==> src/sv/ssbf_pkg.sv <==
`default_nettype none

package ssbf_pkg;

  // Field widths fixed by the interface
  localparam int ENTROPY_BITS      = 16;
  localparam int OUT_POS_BITS      = 24;
  localparam int CNT_BITS          = 16;
  localparam int THRESH_BITS       = 16;
  localparam int RUN_CFG_BITS      = 8;
  localparam int HOP_BITS          = 13;
  localparam int WINDOW_BITS       = 14;
  localparam int CFG_INDEX_BITS    = 3;
  localparam int CFG_DATA_BITS     = 16;
  localparam int POSITION_BITS_DEF = 24;

  // Register reset values
  localparam logic [THRESH_BITS-1:0]  THRESH_RST  = 16'd0;
  localparam logic [RUN_CFG_BITS-1:0] MIN_RUN_RST = 8'd3;
  localparam logic [RUN_CFG_BITS-1:0] MAX_GAP_RST = 8'd3;
  localparam logic [HOP_BITS-1:0]     HOP_RST     = 13'd256;
  localparam logic [WINDOW_BITS-1:0]  WINDOW_RST  = 14'd512;

  // Configuration register indexes
  typedef enum logic [CFG_INDEX_BITS-1:0] {
    CFG_THRESHOLD = 3'd0,
    CFG_MIN_RUN   = 3'd1,
    CFG_MAX_GAP   = 3'd2,
    CFG_HOP       = 3'd3,
    CFG_WINDOW    = 3'd4
  } cfg_idx_t;

  // One input beat
  typedef struct packed {
    logic [ENTROPY_BITS-1:0] frame_entropy;
    logic                    last_frame;
  } in_t;

  // One result beat
  typedef struct packed {
    logic [OUT_POS_BITS-1:0] segment_start;
    logic [OUT_POS_BITS-1:0] segment_end;
  } out_t;

  // Saturating increment of a frame counter
  function automatic logic [CNT_BITS-1:0] cnt_sat_inc(input logic [CNT_BITS-1:0] v);
    return (&v) ? v : v + CNT_BITS'(1);
  endfunction

endpackage

`default_nettype wire

==> src/sv/ssbf_pos_calc.sv <==
`default_nettype none

// Sample positions of the current frame: start = index * hop and
// end = (index - 1) * hop + window, both saturating at all ones.
module ssbf_pos_calc #(
  parameter int POSITION_BITS = ssbf_pkg::POSITION_BITS_DEF
) (
  input  wire logic [POSITION_BITS-1:0]         frame_index,
  input  wire logic [ssbf_pkg::HOP_BITS-1:0]    hop_samples,
  input  wire logic [ssbf_pkg::WINDOW_BITS-1:0] window_samples,
  output logic      [POSITION_BITS-1:0]         start_cand,
  output logic      [POSITION_BITS-1:0]         end_cand
);
  import ssbf_pkg::*;

  localparam int PROD_W = POSITION_BITS + HOP_BITS;

  logic [PROD_W-1:0]        prod;
  logic [PROD_W-1:0]        prev_prod;
  logic [POSITION_BITS-1:0] prev_sat;
  logic [POSITION_BITS:0]   end_sum;

  // One product serves both positions: the previous frame sits one hop lower.
  assign prod      = PROD_W'(frame_index) * PROD_W'(hop_samples);
  assign prev_prod = (frame_index == '0) ? '0 : prod - PROD_W'(hop_samples);

  assign start_cand = (|prod[PROD_W-1:POSITION_BITS]) ? '1 : prod[POSITION_BITS-1:0];
  assign prev_sat   = (|prev_prod[PROD_W-1:POSITION_BITS]) ? '1
                                                           : prev_prod[POSITION_BITS-1:0];

  // Add the window and clamp again.
  assign end_sum  = {1'b0, prev_sat} + (POSITION_BITS+1)'(window_samples);
  assign end_cand = end_sum[POSITION_BITS] ? '1 : end_sum[POSITION_BITS-1:0];

endmodule

`default_nettype wire

==> src/sv/speech_segment_boundary_finder.sv <==
`default_nettype none

// Entropy-driven speech segment finder. Each input beat carries one frame
// entropy and a last-frame flag; a frame is active when its entropy is above
// the threshold. The block accepts one beat per clock while in_ready is high
// and updates its run, gap and position state in that same cycle, so a
// result appears on out_* in the cycle after the beat that closes a segment
// (at most one result per beat). The critical path is the index-by-hop
// multiplier followed by the end-position add and clamp. in_ready stays high
// while the result register is empty or being drained, so back-to-back beats
// flow at one per cycle. Configuration is taken at any time over cfg_*, but
// should only be written while the block is idle.
module speech_segment_boundary_finder #(
  parameter int POSITION_BITS = ssbf_pkg::POSITION_BITS_DEF
) (
  input  wire logic                            clk,
  input  wire logic                            rst_n,
  input  wire logic                            in_valid,
  output logic                                 in_ready,
  input  wire ssbf_pkg::in_t                   in_data,
  output logic                                 out_valid,
  input  wire logic                            out_ready,
  output ssbf_pkg::out_t                       out_data,
  input  wire logic                            cfg_valid,
  output logic                                 cfg_ready,
  input  wire logic [ssbf_pkg::CFG_INDEX_BITS-1:0] cfg_index,
  input  wire logic [ssbf_pkg::CFG_DATA_BITS-1:0]  cfg_wdata
);
  import ssbf_pkg::*;

  // Configuration registers
  logic [THRESH_BITS-1:0]  thresh_r;
  logic [RUN_CFG_BITS-1:0] min_run_r;
  logic [RUN_CFG_BITS-1:0] max_gap_r;
  logic [HOP_BITS-1:0]     hop_r;
  logic [WINDOW_BITS-1:0]  window_r;

  // Segment state
  logic [POSITION_BITS-1:0] frame_idx_r, frame_idx_nxt;
  logic [CNT_BITS-1:0]      run_len_r, run_len_nxt;
  logic [CNT_BITS-1:0]      gap_cnt_r, gap_cnt_nxt;
  logic [POSITION_BITS-1:0] start_r, start_nxt;
  logic [POSITION_BITS-1:0] end_r, end_nxt;

  // Result register
  logic out_valid_r, out_valid_nxt;
  out_t out_data_r;

  logic                     in_fire;
  logic                     active;
  logic                     emit;
  logic [CNT_BITS-1:0]      gap_inc;
  logic [POSITION_BITS-1:0] end_upd;
  logic [POSITION_BITS-1:0] start_cand;
  logic [POSITION_BITS-1:0] end_cand;

  assign cfg_ready = 1'b1;
  assign in_ready  = !out_valid_r || out_ready;
  assign in_fire   = in_valid && in_ready;
  assign out_valid = out_valid_r;
  assign out_data  = out_data_r;

  ssbf_pos_calc #(
    .POSITION_BITS(POSITION_BITS)
  ) u_pos_calc (
    .frame_index   (frame_idx_r),
    .hop_samples   (hop_r),
    .window_samples(window_r),
    .start_cand    (start_cand),
    .end_cand      (end_cand)
  );

  // Configuration writes; unknown indexes are ignored.
  always_ff @(posedge clk) begin
    if (!rst_n) begin
      thresh_r  <= THRESH_RST;
      min_run_r <= MIN_RUN_RST;
      max_gap_r <= MAX_GAP_RST;
      hop_r     <= HOP_RST;
      window_r  <= WINDOW_RST;
    end else if (cfg_valid && cfg_ready) begin
      case (cfg_index)
        CFG_THRESHOLD: thresh_r  <= cfg_wdata[THRESH_BITS-1:0];
        CFG_MIN_RUN:   min_run_r <= cfg_wdata[RUN_CFG_BITS-1:0];
        CFG_MAX_GAP:   max_gap_r <= cfg_wdata[RUN_CFG_BITS-1:0];
        CFG_HOP:       hop_r     <= cfg_wdata[HOP_BITS-1:0];
        CFG_WINDOW:    window_r  <= cfg_wdata[WINDOW_BITS-1:0];
        default: ;
      endcase
    end
  end

  // Frame classification and segment bookkeeping for the incoming beat.
  always_comb begin
    active  = in_data.frame_entropy[ENTROPY_BITS-1:0] > thresh_r[ENTROPY_BITS-1:0];
    gap_inc = cnt_sat_inc(gap_cnt_r);
    end_upd = (run_len_r > CNT_BITS'(min_run_r)) ? end_cand : end_r;
    emit    = 1'b0;

    frame_idx_nxt = (&frame_idx_r) ? frame_idx_r : frame_idx_r + POSITION_BITS'(1);
    run_len_nxt   = run_len_r;
    gap_cnt_nxt   = gap_cnt_r;
    start_nxt     = start_r;
    end_nxt       = end_r;

    if (active) begin
      run_len_nxt = cnt_sat_inc(run_len_r);
      gap_cnt_nxt = '0;
      if (start_r == '0) begin
        start_nxt = start_cand;
      end
    end else begin
      run_len_nxt = '0;
      gap_cnt_nxt = gap_inc;
      emit        = (gap_inc >= CNT_BITS'(max_gap_r) || in_data.last_frame) &&
                    start_r != '0 && end_upd != '0;
      // A gap long enough closes the segment and forgets its bounds.
      if (gap_inc >= CNT_BITS'(max_gap_r)) begin
        start_nxt = '0;
        end_nxt   = '0;
      end else begin
        end_nxt = end_upd;
      end
    end

    // The last frame ends the signal: the next beat starts afresh.
    if (in_data.last_frame) begin
      frame_idx_nxt = '0;
      run_len_nxt   = '0;
      gap_cnt_nxt   = '0;
      start_nxt     = '0;
      end_nxt       = '0;
    end

    if (in_fire) begin
      out_valid_nxt = emit;
    end else if (out_ready) begin
      out_valid_nxt = 1'b0;
    end else begin
      out_valid_nxt = out_valid_r;
    end
  end

  // State and result valid
  always_ff @(posedge clk) begin
    if (!rst_n) begin
      frame_idx_r <= '0;
      run_len_r   <= '0;
      gap_cnt_r   <= '0;
      start_r     <= '0;
      end_r       <= '0;
      out_valid_r <= 1'b0;
    end else begin
      out_valid_r <= out_valid_nxt;
      if (in_fire) begin
        frame_idx_r <= frame_idx_nxt;
        run_len_r   <= run_len_nxt;
        gap_cnt_r   <= gap_cnt_nxt;
        start_r     <= start_nxt;
        end_r       <= end_nxt;
      end
    end
  end

  // Result payload
  always_ff @(posedge clk) begin
    if (in_fire && emit) begin
      out_data_r.segment_start <= OUT_POS_BITS'(start_r);
      out_data_r.segment_end   <= OUT_POS_BITS'(end_upd);
    end
  end

endmodule

`default_nettype wire

==> config.mk <==
export PLATFORM = sky130hd
export DESIGN_NAME = speech_segment_boundary_finder
export DESIGN_NICKNAME = d
export VERILOG_FILES = /design/src/sv/ssbf_pkg.sv /design/src/sv/ssbf_pos_calc.sv /design/src/sv/speech_segment_boundary_finder.sv
export SDC_FILE = /design/constraint.sdc
export NUM_CORES = 1
export LEC_CHECK = 0
export BUFFER_PORTS_ARGS = -buffer_cell sky130_fd_sc_hd__buf_2
export CAP_MARGIN = 20
export CELL_PAD_IN_SITES_DETAIL_PLACEMENT = 0
export CELL_PAD_IN_SITES_GLOBAL_PLACEMENT = 1
export CORE_ASPECT_RATIO = 1.25
export CORE_MARGIN = 3
export CORE_UTILIZATION = 49
export DETAILED_ROUTE_END_ITERATION = 16
export GPL_TIMING_DRIVEN = 0
export PLACE_DENSITY_LB_ADDON = 0.1
export SLEW_MARGIN = 20
export SYNTH_ARGS = -nofsm -noshare
export SYNTH_HDL_FRONTEND = slang
export SYNTH_SLANG_ARGS = --single-unit
==> constraint.sdc <==
create_clock -name clk -period 16.8 [get_ports clk]
set_input_delay 1.68 -clock clk [delete_from_list [all_inputs] [get_ports clk]]
set_output_delay 1.68 -clock clk [all_outputs]
set_load 0.05 [all_outputs]
# Word level (Yosys, flattened, before mapping)
# Index checks and enable logic that the tools add are counted.
# totals
ramBits	0
ff_bits	212
mem_bits_ro	0
memories	0
elab_cells	81
inputBits	41
latch_bits	0
output_inout_bits	51
# classes
reduce_logical	28
add_sub_neg	5
div	0
n_eq_ne	8
multipliers	1
bitwise_logic	0
muxes	23
n_shift	0
magnitude_cmp	3
# op_table
operator	n
$mux W24	13
$mux W16	6
$logic_not A24 Y1	2
$reduce_bool A24 Y1	2
$mul A24 B13 Y37	1
$mux W37	1
$sub A37 B13 Y37	1
$add A16 B1 Y16 const B	2
$reduce_and A16 Y1	2
$reduce_or A13 Y1	2
$add A24 B14 Y25	1
$add A24 B1 Y24 const B	1
$reduce_and A24 Y1	1
$ge A16 B8 Y1	1
$gt A16 B16 Y1	1
$gt A16 B8 Y1	1
$reduce_and A2 Y1	8
$eq A3 B2 Y1 const B	2
$logic_and A1 B1 Y1	4
$ne A2 B2 Y1 const B	2
$eq A3 B1 Y1 const B	1
$eq A3 B3 Y1 const B	1
$logic_not A3 Y1	1
$mux W1	3
other kinds (7)	8

# Logic depth before layout (Yosys ltp)
# logic_depth
depth_word	12
ltp_mapped	51
depth_no_buf	50

# Modules after synthesis
# A second synthesis with hierarchy kept.
# hier_totals
hier_cells	2579
area_unflattened_um2	22275.1
# by_module_without_submodules
module	area_per_inst_um2	n_inst	cells_per_inst	seq_area_each_um2
ssbf_pos_calc	12883.6	1	1597	0.0
speech_segment_boundary_finder	9391.5	1	982	4724.5

# Worst setup path before layout
# Ideal clock, no wire load.
# synth_path
path_kind	reg-to-reg
from	reg frame_idx_r[7]
to	reg out_data_r (netlist bit out_data[0]), enable pin
setup_ns	0.454
t_arrival_ns	12.537
path_stages_with_launch	51
setup_slack_ns	3.809
n_path_buf	6
path_cell_list	dfxtp_1 > clkbuf_1 > clkbuf_1 > and2_1 > fa_1 > inv_1 > fa_1 > inv_1 > fa_1 > inv_1 > fa_1 > inv_1 > fa_1 > ha_1 > a21o_1 > a31o_2 > o21ai_1 > nand2b_1 > [... 15 more ...] > a21oi_1 > ha_1 > nor2b_1 > o21ai_0 > a21oi_1 > o21a_1 > o211ai_1 > a21oi_1 > o311ai_0 > a21oi_1 > nand2_1 > a32oi_1 > clkbuf_1 > nor3_1 > o22a_1 > nand4_1 > nor4_2 > nor2_1
# synth_between
elab_chain_cells	12
# synth_lines
element	line	text
from (decl)	speech_segment_boundary_finder.sv:39	logic [POSITION_BITS-1:0] frame_idx_r, frame_idx_nxt;
from (signal assigned)	speech_segment_boundary_finder.sv:156	frame_idx_r <= frame_idx_nxt;
$mul A24 B13 Y37	ssbf_pos_calc.sv:24	assign prod = PROD_W'(frame_index) * PROD_W'(hop_samples);
$sub A37 B13 Y37	ssbf_pos_calc.sv:25	assign prev_prod = (frame_index == '0) ? '0 : prod - PROD_W'(hop_samples);
$mux W37 *	ssbf_pos_calc.sv:25	
$reduce_or A13 Y1	ssbf_pos_calc.sv:28	assign prev_sat = (|prev_prod[PROD_W-1:POSITION_BITS]) ? '1
$mux W24 *	ssbf_pos_calc.sv:28	
$add A24 B14 Y25 *	ssbf_pos_calc.sv:32	assign end_sum = {1'b0, prev_sat} + (POSITION_BITS+1)'(window_samples);
$mux W24 *	ssbf_pos_calc.sv:33	assign end_cand = end_sum[POSITION_BITS] ? '1 : end_sum[POSITION_BITS-1:0];
$mux W24 *	speech_segment_boundary_finder.sv:97	end_upd = (run_len_r > CNT_BITS'(min_run_r)) ? end_cand : end_r;
$reduce_bool A24 Y1 *	speech_segment_boundary_finder.sv:116	start_r != '0 && end_upd != '0;
$logic_and A1 B1 Y1 *	speech_segment_boundary_finder.sv:116	
$mux W1 *	speech_segment_boundary_finder.sv:106	if (active) begin
$logic_and A1 B1 Y1 *	speech_segment_boundary_finder.sv:167	if (in_fire && emit) begin
to (decl)	speech_segment_boundary_finder.sv:47	out_t out_data_r;
# Mark *: on every way between the ends. The rest lies on a longest branch, timed or not.
# A chain may end at the register's enable or synchronous reset.

# Final worst setup path
# layout_path
from	reg hop_r[6]
to	reg out_data_r (netlist bit out_data[45]), enable pin
# layout_between
elab_chain_cells	12
# layout_lines
element	line	text
from (decl)	speech_segment_boundary_finder.sv:35	logic [HOP_BITS-1:0] hop_r;
from (signal assigned)	speech_segment_boundary_finder.sv:86	CFG_HOP: hop_r <= cfg_wdata[HOP_BITS-1:0];
$mul A24 B13 Y37	ssbf_pos_calc.sv:24	
$sub A37 B13 Y37 *	ssbf_pos_calc.sv:25	
$mux W37 *	ssbf_pos_calc.sv:25	
$reduce_or A13 Y1	ssbf_pos_calc.sv:28	
$mux W24 *	ssbf_pos_calc.sv:28	
$add A24 B14 Y25 *	ssbf_pos_calc.sv:32	
$mux W24 *	ssbf_pos_calc.sv:33	
$mux W24 *	speech_segment_boundary_finder.sv:97	
via end_upd[18]	speech_segment_boundary_finder.sv:53	logic [POSITION_BITS-1:0] end_upd;
$reduce_bool A24 Y1 *	speech_segment_boundary_finder.sv:116	
$logic_and A1 B1 Y1 *	speech_segment_boundary_finder.sv:116	
$mux W1 *	speech_segment_boundary_finder.sv:106	
$logic_and A1 B1 Y1 *	speech_segment_boundary_finder.sv:167	
# Mark *: on every way through the listed nets, which the timed path passes. The rest lies on a longest branch.

==> impl_results.md <==
* Result of the run: finished clean
* Num CTS Buffers at 23
* Antenna violations before repair at 0
* Synthesized netlist cell count at 2619
* Fraction of registers with async set/reset at 0
* Count of fill cells added during filler insertion at 4253
* Growth of design area from synthesis to finish at 8.91%
* Proportion of netlist area held by the largest area contributor at 0.222
* End-of-flow core utilization at 0.541
* Setup-failing EPs final at 0
* Levels on crit path at 49
* Count of max-cap constraint violations at 0
* Starting Density at 0.497
* Fraction of the yosys area taken by sequential cells at 0.215
* Kind of end point of the critical path: register
* Setup slack after placement at 2.04 ns
* Relative max-transition margin at 0.358
* Period utilisation layout at 0.893
* Final wirelength at 65800 µm
* Worst clock skew at 0.0158 ns
* Worst supply voltage drop on vdd at 0.0000991 V
* Average via count per standard cell at 5.67
* Unrepaired setup endpoints after global routing: no
* Pleak at 0.0104 µW
* Die X at 195 µm
* Crit path launch type: register
* Count of cells along the worst hold path at 2
* Net count reported at finish at 3164
* Total count of hold-check failures in the final report at 0
* Clock tree from TritonCTS: done
* Post-synth top flop: sky130_fd_sc_hd__dfxtp_1
* Level count of the clock H-tree at 1
* Highest net fanout along the worst path at 31
* Power density cells at 49.5 nW/µm²
* Wire length of the first global-routing pass at 104000 µm
* Path type of the worst min-delay path: reg2reg
* Antenna Nets Post-Route at 0
* Count of port buffers added during placement at 90
* Vias in the first global route at 18.8k
* Top-Level Pins at 92
* Count of instances resized after the clock tree is built at 0
* CTS sink cnt at 212
* Reg2Reg Depth at 49
* Crit-path most repeated cell: sky130_fd_sc_hd__a21oi_1
* Post-synthesis cell type count at 96
* Number of diodes added for antenna fixing at 0
* Final sum of negative setup slack at 0 ns
* Clock Path Buffers at 3
* Grt total ovfl at 0
* Transition time of the tightest slew-check pin at 0.956 ns
* WL/cell at 19.8 µm
* Ratio of cells with drive above 1 in the final layout at 0.0658
* Number of buffers and inverters on the critical path at 9
* Mapped cell area at 22000 µm²
* Placeable core area at 44200 µm²
* Postcts setup bufs at 0
* Clock-pin slew reported for the worst setup and hold paths after clock tree synthesis at 0.07 ns
* Power, Total at 1180 µW
* Design Area, Final at 23900 µm²
* Worst-skew pair later-pin latency at 0.53 ns
* Max stage delay on crit path at 0.73 ns
* Worst Slack Setup Final at 1.80 ns
* All-Layer GR Usage at 0.275
* Pre-Repair DR Iteration Count at 6
* Vertical die dimension at 243 µm
* Placed wire-length estimate at 53800 µm
* Count of warnings emitted by yosys at 0
* Achievable frequency at 0.0667 GHz
* Final worst path period need at 15.00 ns
* Number of slew-limit violations in the final report at 0
* Top post-synthesis cells by area: sky130_fd_sc_hd__fa_1 22%, sky130_fd_sc_hd__dfxtp_1 15%, sky130_fd_sc_hd__ha_1 8.2%
* Root Driver: sky130_fd_sc_hd__clkbuf_16
* Largest delay contributor family on the critical path: compound AO/OA/AOI/OAI gates
* Cell taking the most area after synthesis: sky130_fd_sc_hd__fa_1
* Total of hold buffers inserted after clock tree synthesis at 0
* Total vias in the final route at 18.9k
* Data required time at the worst endpoint at 17.06 ns
* Synthesized area per cell at 8.39 µm²
* Flops & latches, synth at 212
* Pin count of the biggest net entering global routing at 32
* DRC errors left at 0
* Standard cell area after detailed placement at 23200 µm²
* RD Place Congestion at 0.943
* Initial drt markers at 1092
* Number of enable flip-flop cells after synthesis at 48
* Crit path arrival time at 15.26 ns
* Type of the worst setup path: reg2reg
* Number of nets in the synthesized netlist at 3048
* Die Footprint at 47500 µm²
* CP max-delay cell: sky130_fd_sc_hd__nor4_2
* Count of standard-cell rows at 86
[cell usage after synthesis (5+ instances only)]
cell and n:
sky130_fd_sc_hd__edfxtp_1 48, sky130_fd_sc_hd__o22ai_1 7, sky130_fd_sc_hd__ha_1 144, sky130_fd_sc_hd__fa_1 244, sky130_fd_sc_hd__nor4_1 19, sky130_fd_sc_hd__a211oi_1 6
sky130_fd_sc_hd__o211ai_1 16, sky130_fd_sc_hd__a31oi_1 13, sky130_fd_sc_hd__nor2_1 149, sky130_fd_sc_hd__and4_1 7, sky130_fd_sc_hd__o21ai_1 14, sky130_fd_sc_hd__nand3_1 52
sky130_fd_sc_hd__or3_1 18, sky130_fd_sc_hd__a21o_1 26, sky130_fd_sc_hd__o31ai_1 7, sky130_fd_sc_hd__and3_1 31, sky130_fd_sc_hd__a21oi_1 189, sky130_fd_sc_hd__xnor2_1 42
sky130_fd_sc_hd__a21boi_0 5, sky130_fd_sc_hd__o21ai_0 84, sky130_fd_sc_hd__a22o_1 24, sky130_fd_sc_hd__nand3b_1 7, sky130_fd_sc_hd__dfxtp_1 164, sky130_fd_sc_hd__nand4_1 28
sky130_fd_sc_hd__buf_2 10, sky130_fd_sc_hd__o22a_1 12, sky130_fd_sc_hd__clkbuf_1 123, sky130_fd_sc_hd__or2_2 8, sky130_fd_sc_hd__a22oi_1 8, sky130_fd_sc_hd__and2_1 175
sky130_fd_sc_hd__nand2_1 370, sky130_fd_sc_hd__nor2b_1 20, sky130_fd_sc_hd__o2111ai_1 6, sky130_fd_sc_hd__xor2_1 47, sky130_fd_sc_hd__inv_1 323, sky130_fd_sc_hd__nor3_1 33
sky130_fd_sc_hd__o21a_1 18, sky130_fd_sc_hd__nand2b_1 16
[worst register-to-register path: cells and delay by family, from the launching register on]
| family | cells | cell delay [ns] |
|---|---|---|
| AOI/OAI and AO/OA | 17 | 4.20 |
| xor gates and xnor gates | 1 | 0.17 |
| adders and majority gates | 8 | 3.16 |
| buffers and inverters | 9 | 2.59 |
| DFF | 1 | 0.62 |
| and+or+nand+nor | 14 | 4.00 |
[power by group]
part	leakage, µW	switching [µW]	total (µW)	internal [µW]
logic	0.00829	99.9	148	48.2
clock network	0.000348	223	509	287
registers	0.00177	4.52	527	523
[layout by cell type (no fill, tap or decap), types with 8 or more instances in the layout]
cell type	netlist	final
sky130_fd_sc_hd__a21o_1	26	26
sky130_fd_sc_hd__a21oi_1	189	189
sky130_fd_sc_hd__a22o_1	24	24
sky130_fd_sc_hd__a22oi_1	8	8
sky130_fd_sc_hd__a31oi_1	13	13
sky130_fd_sc_hd__and2_1	175	175
sky130_fd_sc_hd__and3_1	31	31
sky130_fd_sc_hd__buf_2	10	100
sky130_fd_sc_hd__clkbuf_1	123	126
sky130_fd_sc_hd__clkbuf_16	0	23
sky130_fd_sc_hd__dfxtp_1	164	164
sky130_fd_sc_hd__edfxtp_1	48	48
sky130_fd_sc_hd__fa_1	244	244
sky130_fd_sc_hd__ha_1	144	144
sky130_fd_sc_hd__inv_1	323	323
sky130_fd_sc_hd__nand2_1	370	370
sky130_fd_sc_hd__nand2b_1	16	16
sky130_fd_sc_hd__nand3_1	52	52
sky130_fd_sc_hd__nand4_1	28	28
sky130_fd_sc_hd__nor2_1	149	148
sky130_fd_sc_hd__nor2b_1	20	20
sky130_fd_sc_hd__nor3_1	33	32
sky130_fd_sc_hd__nor4_1	19	18
sky130_fd_sc_hd__o211ai_1	16	16
sky130_fd_sc_hd__o21a_1	18	18
sky130_fd_sc_hd__o21ai_0	84	84
sky130_fd_sc_hd__o21ai_1	14	14
sky130_fd_sc_hd__o22a_1	12	12
sky130_fd_sc_hd__or2_2	8	8
sky130_fd_sc_hd__or3_1	18	18
sky130_fd_sc_hd__xnor2_1	42	42
sky130_fd_sc_hd__xor2_1	47	47
[state kept, by name, summed over array words and instances (netlist names)]
signal	count
out_data	48
end_r	24
frame_idx_r	24
start_r	24
gap_cnt_r	16
run_len_r	16
thresh_r	16
window_r	14
hop_r	13
max_gap_r	8
min_run_r	8
out_valid	1
[per-stage QoR]
stage,instances,hold slack (ns)
after global placement,3281,0.443
final,3324,0.453
after floorplan,2619,0.430
after detailed placement,3282,0.447
after CTS,3324,0.456
after global routing,3324,0.467
[per-layer routing]
| metal | track usage | part of all wire |
|---|---|---|
| met5 | 0 | 0 |
| met4 | 0.114 | 0.046 |
| met3 | 0.0280 | 0.051 |
| met2 | 0.493 | 0.51 |
| met1 | 0.335 | 0.39 |
[logic make-up (layout without fill, tap and decap cells)]
group | Yosys count | after routing | share of synthesized area
compound gates | 498 | 498 | 0.146
other cells | 1 | 1 | 0.000171
buf+inv | 463 | 596 | 0.0798
flops | 212 | 212 | 0.215
xor+xnor | 91 | 91 | 0.0369
simple gates | 961 | 961 | 0.216
mux | 5 | 5 | 0.00233
fa+ha+maj | 388 | 388 | 0.304
[worst paths after layout]
path                                           startpoint                   endpoint  slack, ns
worst min register to register  thresh_r[15]$_SDFFE_PN0P_  thresh_r[15]$_SDFFE_PN0P_       0.45
worst min-delay path            thresh_r[15]$_SDFFE_PN0P_  thresh_r[15]$_SDFFE_PN0P_       0.45
worst max-delay path                hop_r[6]$_SDFFE_PN0P_     out_data[45]$_DFFE_PP_       1.80
worst max register to register      hop_r[6]$_SDFFE_PN0P_     out_data[45]$_DFFE_PP_       1.80
[cell type report]
| type | instances | area, µm² | area share |
|---|---|---|---|
| Multi-Input combinational cell | 1944 | 15500 | 0.648 |
| Sequential cell | 212 | 4720 | 0.197 |
| Inverter | 325 | 1220 | 0.0510 |
| Tap cell | 572 | 716 | 0.0299 |
| Clock buffer | 26 | 587 | 0.0245 |
| Buffer | 138 | 534 | 0.0223 |
| Timing Repair Buffer | 91 | 470 | 0.0196 |
| Clock inverter | 16 | 166 | 0.00695 |
(Power assumes the default switching activity.)
